--- config.mk ---
export PLATFORM = sky130hd
export DESIGN_NAME = trs_cfg
export DESIGN_NICKNAME = d
export VERILOG_FILES = /design/src/sv/trs_pkg.sv /design/src/sv/trs_cfg.sv
export SDC_FILE = /design/constraint.sdc
export NUM_CORES = 1
export LEC_CHECK = 0
export BUFFER_PORTS_ARGS = -buffer_cell sky130_fd_sc_hd__buf_2
export CORE_ASPECT_RATIO = 1.4
export CORE_MARGIN = 3
export CORE_UTILIZATION = 51
export DETAILED_ROUTE_END_ITERATION = 10
export PLACE_DENSITY = 0.82
export SLEW_MARGIN = 20
export SYNTH_ARGS = -nofsm -noshare
export SYNTH_HDL_FRONTEND = slang
export SYNTH_SLANG_ARGS = --single-unit
export TNS_END_PERCENT = 20
--- constraint.sdc ---
create_clock -name clk_i -period 1.55 [get_ports clk_i]
set_input_delay 0.0775 -clock clk_i [delete_from_list [all_inputs] [get_ports clk_i]]
set_output_delay 0.0775 -clock clk_i [all_outputs]
set_load 0.005 [all_outputs]
--- src/sv/trs_pkg.sv ---
package trs_pkg;

  localparam int SizeBits    = 15;
  localparam int StepBits    = 4;
  localparam int BlkBits     = 5;
  localparam int CfgAddrBits = 3;
  localparam int CfgDataBits = 15;
  localparam int ProdBits    = 2 * SizeBits;

  localparam logic [SizeBits-1:0] SizeMax = {SizeBits{1'b1}};

  // front register, product register, four dividers in sequence, output register
  localparam int Latency = 2 + ProdBits + 3 * SizeBits + 1;

  typedef enum logic [CfgAddrBits-1:0] {
    RegDownscaleSteps = 3'd0,
    RegMinResolution  = 3'd1,
    RegMaxResolution  = 3'd2,
    RegVolumeMode     = 3'd3,
    RegAlignEnable    = 3'd4,
    RegBlockWidth     = 3'd5,
    RegBlockHeight    = 3'd6
  } trs_reg_e;

  typedef struct packed {
    logic [SizeBits-1:0] src_width;
    logic [SizeBits-1:0] src_height;
  } trs_req_t;

  typedef struct packed {
    logic [SizeBits-1:0] target_width;
    logic [SizeBits-1:0] target_height;
    logic                adjusted;
    logic                div_error;
  } trs_res_t;

  typedef struct packed {
    logic [StepBits-1:0] downscale_steps;
    logic [SizeBits-1:0] min_resolution;
    logic [SizeBits-1:0] max_resolution;
    logic                volume_mode;
    logic                align_enable;
    logic [BlkBits-1:0]  block_width;
    logic [BlkBits-1:0]  block_height;
  } trs_cfg_t;

  typedef struct packed {
    logic [SizeBits-1:0] sx;
    logic [SizeBits-1:0] sy;
    logic [SizeBits-1:0] tx;
    logic [SizeBits-1:0] ty;
    logic                gt;
    logic                lt;
  } trs_aspect_t;

  typedef struct packed {
    logic [SizeBits-1:0] sx;
    logic [SizeBits-1:0] tx;
    logic [SizeBits-1:0] ty;
  } trs_scale_t;

  typedef struct packed {
    logic [SizeBits-1:0] tx;
    logic [SizeBits-1:0] ty;
    logic                use_div;
    logic                err;
  } trs_vol_t;

  typedef struct packed {
    logic [SizeBits-1:0] tx;
    logic                err;
  } trs_alw_t;

  function automatic logic [SizeBits-1:0] clamp_side(logic [SizeBits-1:0] v,
                                                      logic [SizeBits-1:0] lo,
                                                      logic [SizeBits-1:0] hi);
    logic [SizeBits-1:0] r;
    r = (v < lo) ? lo : v;
    r = (r > hi) ? hi : r;
    return r;
  endfunction

  function automatic logic [SizeBits-1:0] round_up(logic [SizeBits-1:0] v,
                                                    logic [BlkBits-1:0] blk,
                                                    logic [BlkBits-1:0] rem);
    logic [SizeBits:0] sum;
    sum = {1'b0, v} + {{(SizeBits+1-BlkBits){1'b0}}, blk}
        - {{(SizeBits+1-BlkBits){1'b0}}, rem};
    return sum[SizeBits] ? SizeMax : sum[SizeBits-1:0];
  endfunction

endpackage

--- src/sv/trs_cfg.sv ---
module trs_cfg import trs_pkg::*; (
  input  logic                   clk_i,
  input  logic                   rst_ni,
  input  logic                   cfg_valid_i,
  input  logic [CfgAddrBits-1:0] cfg_addr_i,
  input  logic [CfgDataBits-1:0] cfg_data_i,
  output trs_cfg_t               cfg_o
);

  trs_cfg_t cfg_q, cfg_d;

  always_comb begin
    cfg_d = cfg_q;
    if (cfg_valid_i) begin
      unique case (trs_reg_e'(cfg_addr_i))
        RegDownscaleSteps: cfg_d.downscale_steps = cfg_data_i[StepBits-1:0];
        RegMinResolution:  cfg_d.min_resolution  = cfg_data_i[SizeBits-1:0];
        RegMaxResolution:  cfg_d.max_resolution  = cfg_data_i[SizeBits-1:0];
        RegVolumeMode:     cfg_d.volume_mode     = cfg_data_i[0];
        RegAlignEnable:    cfg_d.align_enable    = cfg_data_i[0];
        RegBlockWidth:     cfg_d.block_width     = cfg_data_i[BlkBits-1:0];
        RegBlockHeight:    cfg_d.block_height    = cfg_data_i[BlkBits-1:0];
        default:           cfg_d = cfg_q;
      endcase
    end
  end

  always_ff @(posedge clk_i or negedge rst_ni) begin
    if (!rst_ni) begin
      cfg_q.downscale_steps <= '0;
      cfg_q.min_resolution  <= SizeBits'(1);
      cfg_q.max_resolution  <= SizeBits'(16384);
      cfg_q.volume_mode     <= 1'b0;
      cfg_q.align_enable    <= 1'b0;
      cfg_q.block_width     <= BlkBits'(4);
      cfg_q.block_height    <= BlkBits'(4);
    end else begin
      cfg_q <= cfg_d;
    end
  end

  assign cfg_o = cfg_q;

endmodule

Word-level counts from Yosys, hierarchy flattened
Index checks and enable logic that the tools add are counted.
{"block": "word_totals", "ff_bits": 46, "input_bits": 21, "out_inout_bits": 46}
{"block": "classes", "eq_ne": 6, "n_reduce_logical": 8}
{"op": "AND reduction 2 bit", "n": 7}
{"op": "== test 3 bit (second input constant)", "n": 3}
{"op": "== test 3 x 2 -> 1 bit (second input constant)", "n": 2}
{"op": "== test 3 x 1 -> 1 bit (second input constant)", "n": 1}
{"op": "logical NOT 3 bit", "n": 1}

Depth between registers and ports, before layout
Gate-level depths: netlist of the first run.
{"block": "depth", "ltp_word": 2, "ltp_mapped": 4}

Worst setup path after synthesis of the first run
No wires, ideal clock.
{"block": "synth_timing", "path_type": "input -> register", "start": "input port cfg_addr_i[0]", "end": "register cfg_q, in the netlist cfg_o[16]", "arrival_time_ns": 0.969, "required_ns": 1.425, "path_slack_ns": 0.457, "path_stages": 4, "cell_sequence": "nor4bb_1 buf_2 buf_6 mux2_2"}
{"block": "synth_via", "elab_chain_cells": 2}
{"element": "from (decl)", "line": "trs_cfg.sv:5", "text": "input logic [CfgAddrBits-1:0] cfg_addr_i,"}
{"element": "== test 3 x 2 -> 1 bit", "line": "trs_cfg.sv:15", "text": "unique case (trs_reg_e'(cfg_addr_i))"}
{"element": "AND reduction 2 bit (no source line)"}
{"element": "to (signal assigned)", "line": "trs_cfg.sv:38", "text": "cfg_q <= cfg_d;"}
{"element": "to (decl)", "line": "trs_cfg.sv:10", "text": "trs_cfg_t cfg_q, cfg_d;"}
Every way passes these cells.
A chain may end at the register's enable or synchronous reset.

Final worst setup path of the first run
{"block": "layout_timing", "start": "input port cfg_addr_i[0]", "end": "register cfg_q, in the netlist cfg_o[43]"}
{"block": "layout_via", "elab_chain_cells": 2}
{"element": "logical NOT 3 bit", "line": "trs_cfg.sv:15"}
{"element": "AND reduction 2 bit (no source line)"}
Every way passes these cells.

==> impl_metrics.csv, run 1 <==
group,metric,value,unit
status,outcome,"finished clean",
routing,route.detailed.drc,0,
grt,antenna_found_initial,0,
routing,highest_layer,"met4",
finish,syn2layout_area_growth,30.1,%
synthesis,netlist_top_cells_area,"dfrtp_1 59%, mux2_2 29%, dfstp_2 5.9%, nor4bb_1 1.7%, nand4b_1 1.5%",
timing,drv_slew,0,
finish,largest_reg_flops,46,
synthesis,ys.flop_type,"dfrtp_1",
grt,grt_pass1_vias,1194,
power_and_ir_drop,power.leakage,0.00111,µW
synthesis,synth_seq_cells,46,
setup_path,r2r-end,"cfg_o[12]",
power_and_ir_drop,p_per_area,1350,mW/mm²
grt,grt_overflow,0,
setup_path,critical_path_class,"in -> reg",
synthesis,avgSynthCellArea,17.3,µm²
floorplan,die_area,0.00424,mm²
cts,insertion_delay,0.29,ns
cts,cts_buffer_depth,2,
flow_run,maxCapViolCount,0,
min_path,worstHoldEndpoint,"cfg_o[33]",
setup_path,arrival,1.23,ns
power_and_ir_drop,ir_drop,1.29,mV
timing,worst_pin_slew,0.593,ns
floorplan,die_y,75.9,µm
synthesis,netlist_instances,103,
synthesis,synth_most_common_cell,"mux2_2",
routing,route.met2.wl,1980,µm
finish,n_antenna_cell,0,
routing,drt-wirelength-per-cell,17.4,µm
cts,cts_buffers,5,
timing,fin_worst_skew,0,ns
timing,fin_crit,1.06,ns
cts,cts_tree,"done",
grt,grt_pass1_wl,5800,µm
synthesis,async_flop_share,100,%
cts,cts_hold_buf,1,
min_path,min_path_type,"in -> reg",
routing,wl_met1,1410,µm
synthesis,yosysWarnings,0,
synthesis,synth_fp_nets,124,
synthesis,synth_top_area_share,59.1,%
finish,layout.nets,198,
min_path,hold_depth,2,
setup_path,cpPeakStageDelay,0.59,ns
floorplan,initial_core_util,54.8,%
setup_path,path_buf_inv,1,
cts,htreeDepth,2,
cts,clock-root-buffer,"clkbuf_8",
floorplan,pin_count,67,
finish,layout-drive-gt1-share,72.5,%
setup_path,crit_path_max_fanout,7,
grt,grt_max_degree,19,
synthesis,synth_area,0.00178,mm²
synthesis,synthTopCellsByCount,"46 x mux2_2, 42 x dfrtp_1, 4 x dfstp_2",
cts,cts_num_sinks,46,
floorplan,die_x,55.9,µm
routing,firstDrtPassIters,4,
cts,post-cts-setup-buffers,0,
timing,rsz0062_at_grt,"no",
setup_path,worst_r2r_path_depth,1,
routing,routed_via_density,5.43,
routing,num_vias,1178,
setup_path,critPathSlowestCell,"nor4b_2",
setup_path,crit_chain,"buf_2, nor4b_2, mux2_2",
setup_path,start_kind,"primary input",
timing,tns,0,ns
cts,path_clk_slew,0.08,ns
cts,cts_resized,0,
timing,setup_viol,0,
grt,grt_usage,18.5,%
synthesis,synth-edff-count,0,
timing,fmax,0.946,GHz
synthesis,synth_cell_types,8,
timing,hold_violations,0,
finish,nFillCells,235,
placed_design,dp.cells,208,
finish,regArea,0.00116,mm²
floorplan,core-area,0.00324,mm²
finish,final_cells,217,
synthesis,yosys.area.top_type,"dfrtp_1",
routing,routed_wirelength,3780,µm
placed_design,place_congestion,0.753,
setup_path,critPathRequiredTime,1.72,ns
routing,first_iter_violations,10,
routing,dr_wl_met3,302,µm
timing,slew-limit-headroom,60.4,%
synthesis,synth-seq-area-share,65.0,%
setup_path,cp-end-kind,"register",
setup_path,cpLargestDelayFamily,"simple AND/OR/NAND/NOR gates",
setup_path,r2r_slack,0.76,ns
placed_design,portBuffers,66,
floorplan,row_count,24,
setup_path,worstReg2RegStart,"cfg_o[12]",
min_path,hold_start,"cfg_data_i[6]",
routing,ant_nets,0,
timing,period_share,68.2,%
finish,multi_input_area,619,µm²
-- area by class of cell --
cell class / instances / share of cell area, %
tap: 39 / 2.11
sequential: 46 / 50.0
timing repair buffer: 71 / 16.5
multi-input combinational: 53 / 26.8
clock inverter: 1 / 1.30
clock buffer: 7 / 3.30
-- cells in the final DEF (no fill, tap or decap), types with 2 or more instances in the layout --
master and instances:
buf_2 66, mux2_2 46, dfrtp_1 42, clkbuf_8 5, dfstp_2 4, nand4b_1 3, buf_4 3, nor4bb_4 2
clkbuf_1 2
-- kinds of logic after synthesis --
kind of cell | Yosys count | share of synthesized area (%)
and+or+nand+nor | 7 | 4.01
muxes | 46 | 29.1
buffers and inverters | 4 | 1.83
DFF | 46 | 65.0
-- power breakdown --
part           internal (µW)  switching [µW]
sequential              1480             133
clock                    482             359
combinational            404             264
total                   2370             757
-- metal layers --
metal / global-route usage [%] / vias up
met3: 5.25 / 9
li1: - / 519
met2: 33.3 / 55
met1: 20.8 / 595
met5: 0 / -
met4: 8.18 / 0
-- worst max path at each step --
stage	startpoint	endpoint	slack [ns]	depth (start not counted)
2_1_floorplan	cfg_addr_i[0]	cfg_o[16]	0.46	4
3_3_place_gp	cfg_addr_i[0]	cfg_o[43]	0.24	3
3_5_place_dp	cfg_addr_i[0]	cfg_o[43]	0.18	3
4_1_cts	cfg_addr_i[0]	cfg_o[43]	0.49	3
5_1_grt	cfg_addr_i[0]	cfg_o[43]	0.48	3
6_report	cfg_addr_i[0]	cfg_o[43]	0.49	3
-- metrics by stage --
step	power (µW)	utilization (%)	hold slack, ns	instance area, µm²	setup WS, ns
floorplan	1910	-	-0.218	1780	0.457
global placement	2270	67.7	-0.0228	2200	0.239
detailed placement	2320	67.7	-0.0151	2200	0.180
CTS	3170	71.3	0.0271	2310	0.492
global route	3290	71.3	0.0273	2310	0.482
finish	3120	71.3	0.0349	2310	0.493
Power figures use the tool's default switching activity.
==> inputs of run 2 (changes only) <==
--- a/config.mk
+++ b/config.mk
@@ -8,9 +8,9 @@
 export BUFFER_PORTS_ARGS = -buffer_cell sky130_fd_sc_hd__buf_2
 export CORE_ASPECT_RATIO = 1.4
 export CORE_MARGIN = 3
-export CORE_UTILIZATION = 51
+export CORE_UTILIZATION = 48
 export DETAILED_ROUTE_END_ITERATION = 10
-export PLACE_DENSITY = 0.82
+export PLACE_DENSITY = 0.77
 export SLEW_MARGIN = 20
 export SYNTH_ARGS = -nofsm -noshare
 export SYNTH_HDL_FRONTEND = slang
==> constraint.sdc (replaced) <==
create_clock -name clk_i -period 1.1 [get_ports clk_i]
set_input_delay 0.055 -clock clk_i [delete_from_list [all_inputs] [get_ports clk_i]]
set_output_delay 0.055 -clock clk_i [all_outputs]
set_load 0.005 [all_outputs]
==> run 2 against run 1 <==
  * Routed wire length fell by 1.4%
  * Final area rose by 4.9%
  * Clock-buffer cell count rose by 1
  * Sequential power rose by 41%
  * Largest power group unchanged
==> impl_metrics.csv, run 2 (synthesis results as in run 1) <==
group,metric,value,unit
finish,fin_area,0.00243,mm²
timing,rsz0062_at_grt,"no",
setup_path,cp-end-kind,"output pin",
grt,top_usage_layer,"met2",
finish,syn2layout_area_growth,36.5,%
finish,layout-drive-gt1-share,69.8,%
grt,grt_overflow,0,
cts,htreeDepth,2,
setup_path,arrival,0.94,ns
timing,setup_viol,0,
finish,layout_commonest_cell,"buf_2",
setup_path,endpoint,"cfg_o[7]",
cts,cts_buffer_depth,2,
power_and_ir_drop,switchingPower,1070,µW
grt,grt_use_met2,30.1,%
cts,post-cts-setup-buffers,0,
setup_path,critical_path_class,"reg -> out",
grt,grt_pass1_wl,6180,µm
placed_design,dp_hpwl,2720,µm
routing,ant_nets,0,
floorplan,die_area,0.00448,mm²
floorplan,initial_core_util,51.2,%
routing,routed_via_density,5.17,
min_path,min_path_type,"in -> reg",
floorplan,pin_count,67,
cts,cts_num_sinks,46,
placed_design,portBuffers,66,
cts,path_clk_slew,0.07,ns
finish,nFillCells,257,
setup_path,path_buf_inv,1,
routing,drt-wirelength-per-cell,16.3,µm
cts,insertion_delay,0.29,ns
setup_path,startpoint,"cfg_o[7]",
power_and_ir_drop,p_seq_share,53.2,%
setup_path,start_kind,"register",
finish,n_antenna_cell,0,
placed_design,placed_cell_area,0.00225,mm²
grt,grt_usage,18.2,%
power_and_ir_drop,p_per_area,1760,mW/mm²
power_and_ir_drop,clkPwrFrac,23.9,%
floorplan,core-area,0.00347,mm²
power_and_ir_drop,power.leakage,0.00116,µW
setup_path,critPathRequiredTime,1.04,ns
finish,fin_util,69.9,%
timing,worst_pin_slew,0.443,ns
setup_path,worstReg2RegStart,"cfg_o[9]",
setup_path,crit_path_max_fanout,2,
timing,drv_slew,0,
grt,gr-usage-met1,21.1,%
timing,fin_crit,0.990,ns
setup_path,worst-path-stages,1,
routing,routed_wirelength,3720,µm
floorplan,die_x,57.4,µm
floorplan,row_count,25,
finish,largest_reg_flops,46,
setup_path,cpLargestDelayFamily,"flip-flops",
setup_path,r2r-end,"cfg_o[9]",
routing,firstDrtPassIters,4,
power_and_ir_drop,ir_drop,1.33,mV
grt,grt_max_degree,20,
timing,hold_violations,0,
status,outcome,"finished clean",
grt,antenna_found_initial,0,
timing,period_share,90.0,%
cts,clock-root-buffer,"clkbuf_8",
timing,tns,0,ns
routing,route.detailed.drc,0,
timing,slew-limit-headroom,70.5,%
floorplan,die_y,78.0,µm
setup_path,worst_r2r_path_depth,1,
power_and_ir_drop,p_comb_share,22.9,%
finish,layout_common_cells,"66 x buf_2, 46 x mux2_2, 42 x dfrtp_1",
grt,grt_pass1_vias,1275,
cts,cts_tree,"done",
placed_design,place_congestion,0.764,
setup_path,cpPeakStageDelay,0.54,ns
routing,first_iter_violations,14,
routing,num_vias,1183,
power_and_ir_drop,power,4270,µW
setup_path,crit_chain,"buf_2",
finish,layout.nets,209,
setup_path,critPathSlowestCell,"dfstp_2",
cts,cts_hold_buf,7,
cts,cts_resized,0,
grt,met3_usage,4.44,%
timing,fin_worst_skew,0,ns
cts,cts_buffers,5,
setup_path,r2r_slack,0.33,ns
timing,fmax,1.01,GHz
power_and_ir_drop,intPower,3200,µW
flow_run,maxCapViolCount,0,
timing,holdWs,0.0122,ns
power_and_ir_drop,switching_share,25.1,%
## run 2: cell types whose count changed in the layout (fill, tap and decap cells not counted)
cell	previous run	this run
buf_12	1	3
dlygate4sd3_1	1	9
bufinv_16	1	0
clkbuf_8	5	6
buf_4	3	4
## run 2: how the worst min path moves through the flow
stage	from	end	slack (ns)	cells after the start
2_1_floorplan	rst_ni	cfg_o[0]	-0.24	0
3_3_place_gp	rst_ni	cfg_o[45]	0.003	1
3_5_place_dp	rst_ni	cfg_o[43]	0.01	1
4_1_cts	cfg_data_i[10]	cfg_o[22]	0.002	2
5_1_grt	cfg_data_i[12]	cfg_o[39]	0.005	2
6_report	cfg_data_i[12]	cfg_o[39]	0.01	2
## run 2: final cells by class
type                       count  area (µm²)  share of cell area, %
clock buffer                   8        90.1                   3.71
multi-input combinational     53         619                   25.5
tap                           40        50.0                   2.06
sequential                    46        1160                   47.7
timing repair buffer          82         510                   21.0
## run 2: through the flow
| stage | instances | worst slack (ns) |
|---|---|---|
| 4_1_cts | 227 | 0.0959 |
| 3_3_place_gp | 212 | -0.0925 |
| 3_5_place_dp | 212 | -0.120 |
| 6_report | 229 | 0.110 |
| 2_1_floorplan | 103 | 0.0291 |
| 5_1_grt | 229 | 0.0854 |
## run 2: layer usage
metal | part of all wire, % | vias up | wire, µm
met5 | 0 | - | 0
met1 | 39 | 587 | 1450
li1 | - | 540 | -
met2 | 52 | 49 | 1920
met3 | 7.4 | 7 | 274
met4 | 2.2 | 0 | 83
## run 2: power by group through the flow
stage          combinational, µW  sequential, µW  clock (µW)
2_1_floorplan                361            2330           0
3_3_place_gp                 934            2290           0
3_5_place_dp                 975            2300           0
4_1_cts                      994            2280        1060
5_1_grt                     1070            2320        1150
6_report                     976            2270        1020
