`config.mk`:
```
export PLATFORM = sky130hd
export DESIGN_NAME = trs_div
export DESIGN_NICKNAME = d
export VERILOG_FILES = /design/src/sv/trs_pkg.sv /design/src/sv/trs_div.sv
export SDC_FILE = /design/constraint.sdc
export NUM_CORES = 1
export LEC_CHECK = 0
export ABC_AREA = 1
export BUFFER_PORTS_ARGS = -buffer_cell sky130_fd_sc_hd__buf_2
export CAP_MARGIN = 10
export CORE_MARGIN = 3
export CORE_UTILIZATION = 30
export DETAILED_ROUTE_END_ITERATION = 6
export GPL_TIMING_DRIVEN = 0
export HOLD_SLACK_MARGIN = 0.02
export PLACE_DENSITY = 0.52
export RECOVER_POWER = 100
export SLEW_MARGIN = 20
export SYNTH_ARGS = -nofsm -noshare
export SYNTH_HDL_FRONTEND = slang
export SYNTH_SLANG_ARGS = --single-unit
export TNS_END_PERCENT = 50
```
`constraint.sdc`:
```
create_clock -name clk_i -period 2 [get_ports clk_i]
set_input_delay 0.1 -clock clk_i [delete_from_list [all_inputs] [get_ports clk_i]]
set_output_delay 0.1 -clock clk_i [all_outputs]
set_load 0.05 [all_outputs]
```
`src/sv/trs_pkg.sv`:
```
package trs_pkg;

  localparam int SizeBits    = 15;
  localparam int StepBits    = 4;
  localparam int BlkBits     = 5;
  localparam int CfgAddrBits = 3;
  localparam int CfgDataBits = 15;
  localparam int ProdBits    = 2 * SizeBits;

  localparam logic [SizeBits-1:0] SizeMax = {SizeBits{1'b1}};

  // front register, product register, four dividers in sequence, output register
  localparam int Latency = 2 + ProdBits + 3 * SizeBits + 1;

  typedef enum logic [CfgAddrBits-1:0] {
    RegDownscaleSteps = 3'd0,
    RegMinResolution  = 3'd1,
    RegMaxResolution  = 3'd2,
    RegVolumeMode     = 3'd3,
    RegAlignEnable    = 3'd4,
    RegBlockWidth     = 3'd5,
    RegBlockHeight    = 3'd6
  } trs_reg_e;

  typedef struct packed {
    logic [SizeBits-1:0] src_width;
    logic [SizeBits-1:0] src_height;
  } trs_req_t;

  typedef struct packed {
    logic [SizeBits-1:0] target_width;
    logic [SizeBits-1:0] target_height;
    logic                adjusted;
    logic                div_error;
  } trs_res_t;

  typedef struct packed {
    logic [StepBits-1:0] downscale_steps;
    logic [SizeBits-1:0] min_resolution;
    logic [SizeBits-1:0] max_resolution;
    logic                volume_mode;
    logic                align_enable;
    logic [BlkBits-1:0]  block_width;
    logic [BlkBits-1:0]  block_height;
  } trs_cfg_t;

  typedef struct packed {
    logic [SizeBits-1:0] sx;
    logic [SizeBits-1:0] sy;
    logic [SizeBits-1:0] tx;
    logic [SizeBits-1:0] ty;
    logic                gt;
    logic                lt;
  } trs_aspect_t;

  typedef struct packed {
    logic [SizeBits-1:0] sx;
    logic [SizeBits-1:0] tx;
    logic [SizeBits-1:0] ty;
  } trs_scale_t;

  typedef struct packed {
    logic [SizeBits-1:0] tx;
    logic [SizeBits-1:0] ty;
    logic                use_div;
    logic                err;
  } trs_vol_t;

  typedef struct packed {
    logic [SizeBits-1:0] tx;
    logic                err;
  } trs_alw_t;

  function automatic logic [SizeBits-1:0] clamp_side(logic [SizeBits-1:0] v,
                                                      logic [SizeBits-1:0] lo,
                                                      logic [SizeBits-1:0] hi);
    logic [SizeBits-1:0] r;
    r = (v < lo) ? lo : v;
    r = (r > hi) ? hi : r;
    return r;
  endfunction

  function automatic logic [SizeBits-1:0] round_up(logic [SizeBits-1:0] v,
                                                    logic [BlkBits-1:0] blk,
                                                    logic [BlkBits-1:0] rem);
    logic [SizeBits:0] sum;
    sum = {1'b0, v} + {{(SizeBits+1-BlkBits){1'b0}}, blk}
        - {{(SizeBits+1-BlkBits){1'b0}}, rem};
    return sum[SizeBits] ? SizeMax : sum[SizeBits-1:0];
  endfunction

endpackage

```
`src/sv/trs_div.sv`:
```
module trs_div import trs_pkg::*; #(
  parameter int NUM_W  = SizeBits,
  parameter int DEN_W  = SizeBits,
  parameter int SIDE_W = 1
) (
  input  logic              clk_i,
  input  logic              rst_ni,
  input  logic              valid_i,
  input  logic [NUM_W-1:0]  num_i,
  input  logic [DEN_W-1:0]  den_i,
  input  logic [SIDE_W-1:0] side_i,
  output logic              valid_o,
  output logic [NUM_W-1:0]  quot_o,
  output logic [DEN_W-1:0]  rem_o,
  output logic [SIDE_W-1:0] side_o
);

  logic [NUM_W:0]    vld_q;
  logic [NUM_W-1:0]  num_q  [NUM_W+1];
  logic [NUM_W-1:0]  quot_q [NUM_W+1];
  logic [DEN_W-1:0]  rem_q  [NUM_W+1];
  logic [DEN_W-1:0]  den_q  [NUM_W+1];
  logic [SIDE_W-1:0] side_q [NUM_W+1];

  assign vld_q[0]  = valid_i;
  assign num_q[0]  = num_i;
  assign quot_q[0] = '0;
  assign rem_q[0]  = '0;
  assign den_q[0]  = den_i;
  assign side_q[0] = side_i;

  for (genvar k = 0; k < NUM_W; k++) begin : g_stage
    logic [DEN_W:0]   trial;
    logic [DEN_W:0]   diff;
    logic             ge;
    logic [DEN_W-1:0] rem_d;

    assign trial = {rem_q[k], num_q[k][NUM_W-1]};
    assign diff  = trial - {1'b0, den_q[k]};
    assign ge    = trial >= {1'b0, den_q[k]};
    assign rem_d = ge ? diff[DEN_W-1:0] : trial[DEN_W-1:0];

    always_ff @(posedge clk_i or negedge rst_ni) begin
      if (!rst_ni) begin
        vld_q[k+1] <= 1'b0;
      end else begin
        vld_q[k+1] <= vld_q[k];
      end
    end

    always_ff @(posedge clk_i) begin
      num_q[k+1]  <= {num_q[k][NUM_W-2:0], 1'b0};
      quot_q[k+1] <= {quot_q[k][NUM_W-2:0], ge};
      rem_q[k+1]  <= rem_d;
      den_q[k+1]  <= den_q[k];
      side_q[k+1] <= side_q[k];
    end
  end

  assign valid_o = vld_q[NUM_W];
  assign quot_o  = quot_q[NUM_W];
  assign rem_o   = rem_q[NUM_W];
  assign side_o  = side_q[NUM_W];

endmodule

```
# ---- After elaboration in Yosys (flattened, before gate mapping)
# Index checks and enable logic that the tools add are counted.
dict set report totals {
  reg_bits 690
  inputBits 34
  out_inout_bits 32
  elab_cells 134
}
dict set report classes {
  n_addsub 15
  order_cmp 15
  n_mux 15
}
# operator n
set op_table {}
lappend op_table {{$ge 16x15->1} 14}
lappend op_table {{$mux 15} 14}
lappend op_table {{$sub 15x15->15} 14}
lappend op_table {{$ge 1x15->1} 1}
lappend op_table {{$sub 1x15->15} 1}
lappend op_table {{$mux 1} 1}

# ---- Logic depth before layout (Yosys ltp)
# Gate-level depths: netlist (run 1).
dict set report logic_depth {
  ltp_word 2
  mapped_depth 14
}

# ---- Worst setup path before layout (run 1)
# Ideal clock, no wire load.
dict set report synth_timing {
  path_type {reg-to-reg}
  from {register num_q, in the netlist g_stage[11].trial[0]}
  to {register rem_q, in the netlist g_stage[12].trial[14]}
  t_arrival_ns 1.707
  required_ns 1.887
  slack_ns 0.179
  stages_incl_launch_ff 15
  path_buffers 1
  period_less_slack_ns 1.821
  cell_sequence {dfxtp_1 inv_1 ha_1 fa_1 inv_1 nand2_1 nand2_1 nand3_1 nand3_1 nand2_1 nand2_2 inv_2 buf_4 nand2_1 nand2_1}
}
dict set report synth_between {
  elab_chain_cells 2
}
# element line
set synth_rtl {}
lappend synth_rtl {{from (decl)} trs_div.sv:19} ;# logic [NUM_W-1:0] num_q [NUM_W+1];
lappend synth_rtl {{from (signal, indexed assignment)} trs_div.sv:52} ;# num_q[k+1] <= {num_q[k][NUM_W-2:0], 1'b0};
lappend synth_rtl {{$sub 15x15->15 / $ge 16x15->1 (equally long branches)} {trs_div.sv:39, trs_div.sv:40}}
lappend synth_rtl {{$mux 15 (*)} trs_div.sv:41} ;# assign rem_d = ge ? diff[DEN_W-1:0] : trial[DEN_W-1:0];
lappend synth_rtl {{via g_stage[11].rem_d[13]} trs_div.sv:36} ;# logic [DEN_W-1:0] rem_d;
lappend synth_rtl {{to (signal, indexed assignment)} trs_div.sv:54} ;# rem_q[k+1] <= rem_d;
lappend synth_rtl {{to (decl)} trs_div.sv:21} ;# logic [DEN_W-1:0] rem_q [NUM_W+1];
# The timed path passes the listed nets; every way through them passes the cells marked *.
# A chain may end at the register's enable or synchronous reset.

# ---- Worst setup path in the final report (run 1)
dict set report layout_timing {
  from {register den_q[224] (netlist name)}
  to {register rem_q, in the netlist g_stage[2].trial[15]}
}
dict set report layout_between {
  elab_chain_cells 2
}
# element line
set layout_rtl {}
lappend layout_rtl {{from (decl)} trs_div.sv:22} ;# logic [DEN_W-1:0] den_q [NUM_W+1];
lappend layout_rtl {{from (signal, indexed assignment)} trs_div.sv:55} ;# den_q[k+1] <= den_q[k];
lappend layout_rtl {{$ge 16x15->1} trs_div.sv:40} ;# assign ge = trial >= {1'b0, den_q[k]};
lappend layout_rtl {{via g_stage[1].ge} trs_div.sv:35} ;# logic ge;
lappend layout_rtl {{$mux 15} trs_div.sv:41}
lappend layout_rtl {{via g_stage[1].rem_d[14]} trs_div.sv:36}
# The timed path passes the listed nets, and every way through them passes these cells.

==> impl_metrics.py, run 1 <==
metrics = {
    "finish": {
        "final_cell_mix": "nand2_1, inv_1, dfxtp_1",
        "fillers": 10542,
        "drive_above_1_share": 0.1256,
        "syn_to_final_growth_pct": 23.03,
        "finalNonFillerCells": 5838,
        "final_common_cell": "nand2_1",
        "antenna_cells": 0,
        "final_cell_area_mm2": 0.03779,
        "final_nets": 4678,
        "ff_latch_area_mm2": 0.01391,
        "multi_input_area_mm2": 0.01469,
    },
    "detailed_routing": {
        "num_vias": 24585,
        "drt_iter0_drc": 1394,
        "post_drt_wl_per_cell_um": 12.61,
        "ant_nets": 0,
        "finalWirelength_mm": 73.60,
        "viasPerCell": 4.211,
        "drc": 0,
        "first_pass_iters": 5,
    },
    "clock_network": {
        "cts_buffers": 80,
        "clock-sinks": 690,
        "clk_path_buf_depth": 3,
        "clock_latency_ns": 0.65,
        "htreeDepth": 3,
        "clk_pin_slew_ns": 0.06,
        "cts_root_buf": "clkbuf_16",
        "cts_tree": "built",
    },
    "worst_setup_path": {
        "path_class": "flop to flop",
        "crit_fanout": 7,
        "crit_path_top_delay_cell": "dfxtp_1",
        "max_stage_delay_ns": 0.32,
        "startpoint_type": "flop",
        "worst_setup_path_end_kind": "flop",
        "worstPathRequired_ns": 2.53,
        "crit_arrival_ns": 2.44,
        "worstPathCellList": "inv_1 -> ha_1 -> inv_1 -> nor3_4 -> buf_4 -> a21oi_4 -> nand3_4 -> buf_8 -> nand3_1 -> nand2_1",
        "cp_common_cell": "inv_1",
        "r2r_slack_ns": 0.09,
    },
    "logic_synthesis": {
        "synth_area_leaders": "dfxtp_1, nand2_1, inv_1",
        "syn_inst": 4175,
        "synth-warning-count": 0,
        "yosysSeqAreaShare": 0.4522,
        "synth-seq-cells": 690,
        "netlist_area_mm2": 0.03071,
        "synth_nets": 4435,
        "yosysTopAreaCell": "dfxtp_1",
        "synth_top_area_frac": 0.4400,
        "postSynthAreaPerCell_um2": 7.356,
        "yosysUniqueCellTypes": 32,
    },
    "timing": {
        "fin_crit_sh": 0.9564,
        "hold_viol": 0,
        "setup_slack_ns": 0.08730,
        "rsz0062_at_grt": "yes",
        "maxSlewViolCount": 0,
        "clock_skew_ns": 0.02949,
        "slew_headroom": 0.5784,
        "period_minus_slack_ns": 1.913,
        "fmax_mhz": 522.8,
        "tns_ns": 0,
        "setup_viol_count_final": 0,
        "max_slew.worst_pin.slew_ns": 0.6303,
    },
    "run": {
        "cap_violations": 0,
    },
    "min_path": {
        "holdCritPathClass": "input port to flop",
    },
    "pwr": {
        "cellLeakagePower_nw": 19.73,
        "peakVddDrop_uv": 797.2,
        "power.total_mw": 44.47,
        "power.density_mw_per_mm2": 1177,
    },
    "global_routing": {
        "antenna_found_initial": 0,
        "grt_max_degree": 16,
        "grt_pass1_wl_mm": 118.5,
        "grt_pass1_vias": 23647,
        "grt_util_all_layers": 0.1364,
        "grt.overflow.total": 0,
    },
    "placed_design": {
        "gp_congestion": 0.8509,
        "place_ws_ns": -0.3549,
        "io_buffer_count": 65,
        "dpl.hpwl_mm": 56.35,
        "placed_cells": 5597,
        "place_area_mm2": 0.03274,
    },
    "floorplanning": {
        "io_pins": 66,
        "dieArea_mm2": 0.1063,
        "die_h_um": 326.0,
        "initial_core_util": 0.3045,
        "rows": 116,
        "die_w_um": 326.0,
        "core_area_mm2": 0.1009,
    },
    "status": {
        "status": "finished clean",
    },
}
## synth_stat cells (all sizes together)
cell type / instances
nor3b: 1
dfxtp: 675
nor2: 251
nand4: 60
nor4: 2
or2: 27
fa: 14
o21ai: 54
dfrtp: 15
inv: 817
a21oi: 80
ha: 212
buf: 44
nor3: 6
xnor2: 4
nand3: 278
xor2: 70
nand3b: 28
and2: 42
nand2: 1495
## cells by family (layout without fill, tap and decap cells)
| logic type | after synthesis | in the layout | share of synthesized area |
|---|---|---|---|
| XOR/XNOR | 74 | 74 | 0.02110 |
| AND/OR/NAND/NOR | 2190 | 2191 | 0.2970 |
| flip-flops | 690 | 690 | 0.4522 |
| adder cells (fa/ha/maj) | 226 | 226 | 0.09549 |
| buffers and inverters | 861 | 1166 | 0.1116 |
| AO/OA/AOI/OAI | 134 | 134 | 0.02257 |
## per-layer routing
metal	vias up	wire length [um]	GRT usage
met5	-	0	0
met4	0	2137	0.05018
met1	10945	33590	0.1707
met3	125	2974	0.02373
li1	13136	-	-
met2	379	34890	0.2343
## path summary, 6_finish.rpt
kind / startpoint / endpoint / depth (start not counted)
hold reg to reg: num_q[145]$_DFF_P_ / num_q[131]$_DFF_P_ / 0
setup reg to reg: den_q[224]$_DFF_P_ / g_stage[2].trial[15]$_DFF_P_ / 10
max in group asynchronous: rst_ni / vld_q[1]$_DFF_PN0_ / 3
min in group asynchronous: rst_ni / valid_o$_DFF_PN0_ / 3
hold / removal: side_i / side_q[14]$_DFF_P_ / 2
setup / recovery: den_q[224]$_DFF_P_ / g_stage[2].trial[15]$_DFF_P_ / 10
## area by class of cell
| type | instances | share of cell area |
|---|---|---|
| Multi-Input combinational cell | 2625 | 0.3887 |
| Timing Repair Buffer | 164 | 0.03242 |
| Sequential cell | 690 | 0.3682 |
| Tap cell | 1357 | 0.04493 |
| Clock inverter | 33 | 0.01222 |
| Inverter | 817 | 0.08208 |
| Buffer | 40 | 0.01106 |
| Clock buffer | 112 | 0.06040 |
## per-stage QoR
| step | utilization | hold slack [ns] |
|---|---|---|
| finish | 0.3746 | 0.09414 |
| global route | 0.3746 | 0.05772 |
| CTS | 0.3611 | 0.02410 |
| detailed placement | 0.3245 | 0.01239 |
| global placement | 0.3245 | 0.003734 |
| floorplan | - | -0.1956 |
## registers in the layout, indices dropped and copies added (netlist names)
signal	count
side_q	14
vld_q	14
rem_o	15
quot_q	105
side_o	1
valid_o	1
quot_o	15
num_q	91
den_q	210
g_stage.trial	224
## where the power goes
part / switching, mW / internal, mW
Clock: 5.74 / 9.17
Combinational: 8.40 / 4.89
Sequential: 0.874 / 15.4
## critical path: cells and delay by family (launching register included)
kind | cells | cell delay, ns
adders and majority gates | 1 | 0.31
AOI/OAI and AO/OA | 1 | 0.23
DFF | 1 | 0.32
buffers and inverters | 4 | 0.51
and+or+nand+nor | 4 | 0.41
## repair_timing
| action | CTS | global route |
|---|---|---|
| hold buffers | 35 | 0 |
| pin swaps | 14 | 54 |
| endpoints found under the hold margin | 62 | 0 |
| buffers inserted | 26 | 32 |
| cloned | 1 | 6 |
| gates resized for setup | 123 | 231 |
| endpoints found under the setup margin | 204 | 207 |
No activity file was read; power rests on OpenSTA's default activity.
==> run 2: changes to the inputs <==
--- a/config.mk
+++ b/config.mk
@@ -13,9 +13,9 @@
 export DETAILED_ROUTE_END_ITERATION = 6
 export GPL_TIMING_DRIVEN = 0
 export HOLD_SLACK_MARGIN = 0.02
-export PLACE_DENSITY = 0.52
+export PLACE_DENSITY = 0.54
 export RECOVER_POWER = 100
-export SLEW_MARGIN = 20
+export SLEW_MARGIN = 0
 export SYNTH_ARGS = -nofsm -noshare
 export SYNTH_HDL_FRONTEND = slang
 export SYNTH_SLANG_ARGS = --single-unit
==> constraint.sdc (replaced) <==
create_clock -name clk_i -period 1.5 [get_ports clk_i]
set_input_delay 0.075 -clock clk_i [delete_from_list [all_inputs] [get_ports clk_i]]
set_output_delay 0.075 -clock clk_i [all_outputs]
set_load 0.05 [all_outputs]
==> impl_metrics.py, run 2 (synthesis results as in run 1) <==
metrics = {
    "status": {
        "status": "finished with violations",
        "violations": "negative setup slack",
    },
    "floorplanning": {
        "rows": 116,
        "core_area_mm2": 0.1009,
        "die_h_um": 326.0,
        "dieArea_mm2": 0.1063,
        "io_pins": 66,
        "die_w_um": 326.0,
        "initial_core_util": 0.3045,
    },
    "clock_network": {
        "cts_root_buf": "clkbuf_16",
        "htreeDepth": 3,
        "clock_latency_ns": 0.64,
        "clk_path_buf_depth": 3,
        "cts_tree": "built",
        "clock-sinks": 690,
        "clk_pin_slew_ns": 0.06,
        "cts_buffers": 79,
    },
    "detailed_routing": {
        "finalWirelength_mm": 79.17,
        "post_drt_wl_per_cell_um": 13.24,
        "drc": 0,
        "drt_iter0_drc": 1114,
        "num_vias": 25595,
        "ant_nets": 0,
        "viasPerCell": 4.282,
        "first_pass_iters": 5,
    },
    "placed_design": {
        "place_ws_ns": -0.7347,
        "placed_cells": 5597,
        "io_buffer_count": 65,
        "dpl.hpwl_mm": 56.42,
        "gp_congestion": 0.8636,
        "place_area_mm2": 0.03292,
    },
    "timing": {
        "tns_ns": -73.72,
        "max_slew.worst_pin.slew_ns": 0.8416,
        "fmax_mhz": 521.9,
        "setup_slack_ns": -0.4160,
        "clock_skew_ns": 0.02835,
        "period_minus_slack_ns": 1.916,
        "rsz0062_at_grt": "yes",
        "fin_crit_sh": 1.277,
        "maxSlewViolCount": 0,
        "hold_viol": 0,
        "slew_headroom": 0.4371,
        "setup_viol_count_final": 238,
    },
    "finish": {
        "final_cell_area_mm2": 0.04188,
        "largest_reg_flops": 224,
        "drive_above_1_share": 0.2522,
        "final_nets": 4819,
        "syn_to_final_growth_pct": 36.35,
        "antenna_cells": 0,
        "final_cell_mix": "nand2_1, inv_1, dfxtp_1",
        "final_common_cell": "nand2_1",
        "finalNonFillerCells": 5977,
    },
    "global_routing": {
        "grt_pass1_vias": 24853,
        "grt_util_all_layers": 0.1448,
        "grt_pass1_wl_mm": 125.6,
        "antenna_found_initial": 0,
        "grt.overflow.total": 0,
        "grt_max_degree": 16,
    },
    "pwr": {
        "power.density_mw_per_mm2": 1537,
        "cellLeakagePower_nw": 21.01,
        "power.total_mw": 64.36,
        "peakVddDrop_uv": 1101,
    },
    "worst_setup_path": {
        "startpoint_type": "flop",
        "crit_fanout": 5,
        "crit_arrival_ns": 2.48,
        "path_class": "flop to flop",
        "worst_setup_path_end_kind": "flop",
        "worstPathRequired_ns": 2.06,
    },
    "run": {
        "cap_violations": 0,
    },
    "min_path": {
        "holdCritPathClass": "input port to flop",
    },
}
[run 2: cell types whose count changed in the layout (fill, tap and decap cells not counted), moves of 19 or more]
| cell | before | now |
|---|---|---|
| nand2_1 | 1425 | 1178 |
| nand2_2 | 54 | 241 |
| buf_4 | 71 | 160 |
| ha_4 | 50 | 134 |
| ha_1 | 129 | 56 |
| nand2_4 | 16 | 73 |
| clkbuf_1 | 67 | 28 |
| nand3_1 | 254 | 215 |
| clkbuf_2 | 0 | 32 |
| nand3_2 | 21 | 53 |
| buf_6 | 14 | 43 |
| o21ai_2 | 1 | 20 |
[run 2: layer usage]
layer,vias up,track usage,part of all wire
met3,174,0.02252,0.038
met2,440,0.2548,0.49
li1,13404,-,-
met1,11577,0.1786,0.44
met5,-,0,0
met4,0,0.05136,0.032
[run 2: power breakdown]
group	switching, mW	leakage, nW	internal, mW	total [mW]
clock	7.85	1.38	12.8	20.7
sequential	1.56	5.80	20.5	22.1
combinational	12.5	13.8	9.02	21.6
total	22.0	21.0	42.4	64.4
[run 2: stage by stage]
stage          utilization  hold slack (ns)
2_1_floorplan            -          -0.2206
3_3_place_gp        0.3264         -0.01489
4_1_cts             0.3974          0.02424
5_1_grt             0.4152          0.05767
6_report            0.4152          0.08986
3_5_place_dp        0.3264        -0.008026
[run 2: final cells by class]
| cell class | count | area [um^2] |
|---|---|---|
| Clock buffer | 111 | 2301 |
| Inverter | 817 | 3134 |
| Multi-Input combinational cell | 2624 | 17080 |
| Tap cell | 1357 | 1698 |
| Sequential cell | 690 | 13930 |
| Clock inverter | 31 | 535.5 |
| Timing Repair Buffer | 303 | 2676 |
| Fill cell | 10118 | 58990 |
| Buffer | 44 | 526.8 |
[run 2: timing repair]
item                       4_1_cts  5_1_grt
setup endpoints to repair      224      238
setup buffers                  155       29
hold buffers                    36        0
pin swaps                      125      124
hold endpoints to repair        62        0
gates cloned                    17        3
resized for setup              548      423
[run 2: critical path, cell delays in order (launching register included)]
cell and delay, ns:
dfxtp_4 0.36, ha_4 0.16, fa_2 0.33, inv_2 0.07
nand2_2 0.05, nand2_2 0.07, nand3_2 0.09, nand3_2 0.09
nand2_2 0.06, nand2_4 0.13, buf_6 0.14, buf_8 0.12
nand3_4 0.06, nand2_2 0.08
[run 2: final timing paths]
check | start | to | slack (ns) | cells after the start
worst max-delay path | den_q[165]$_DFF_P_ | g_stage[5].trial[11]$_DFF_P_ | -0.42 | 13
worst min register to register | quot_q[66]$_DFF_P_ | quot_q[52]$_DFF_P_ | 0.31 | 0
min in group asynchronous | rst_ni | vld_q[1]$_DFF_PN0_ | 0.57 | 3
worst max register to register | den_q[165]$_DFF_P_ | g_stage[5].trial[11]$_DFF_P_ | -0.42 | 13
max in group asynchronous | rst_ni | valid_o$_DFF_PN0_ | 0.49 | 3
worst min-delay path | side_i | side_q[14]$_DFF_P_ | 0.09 | 2
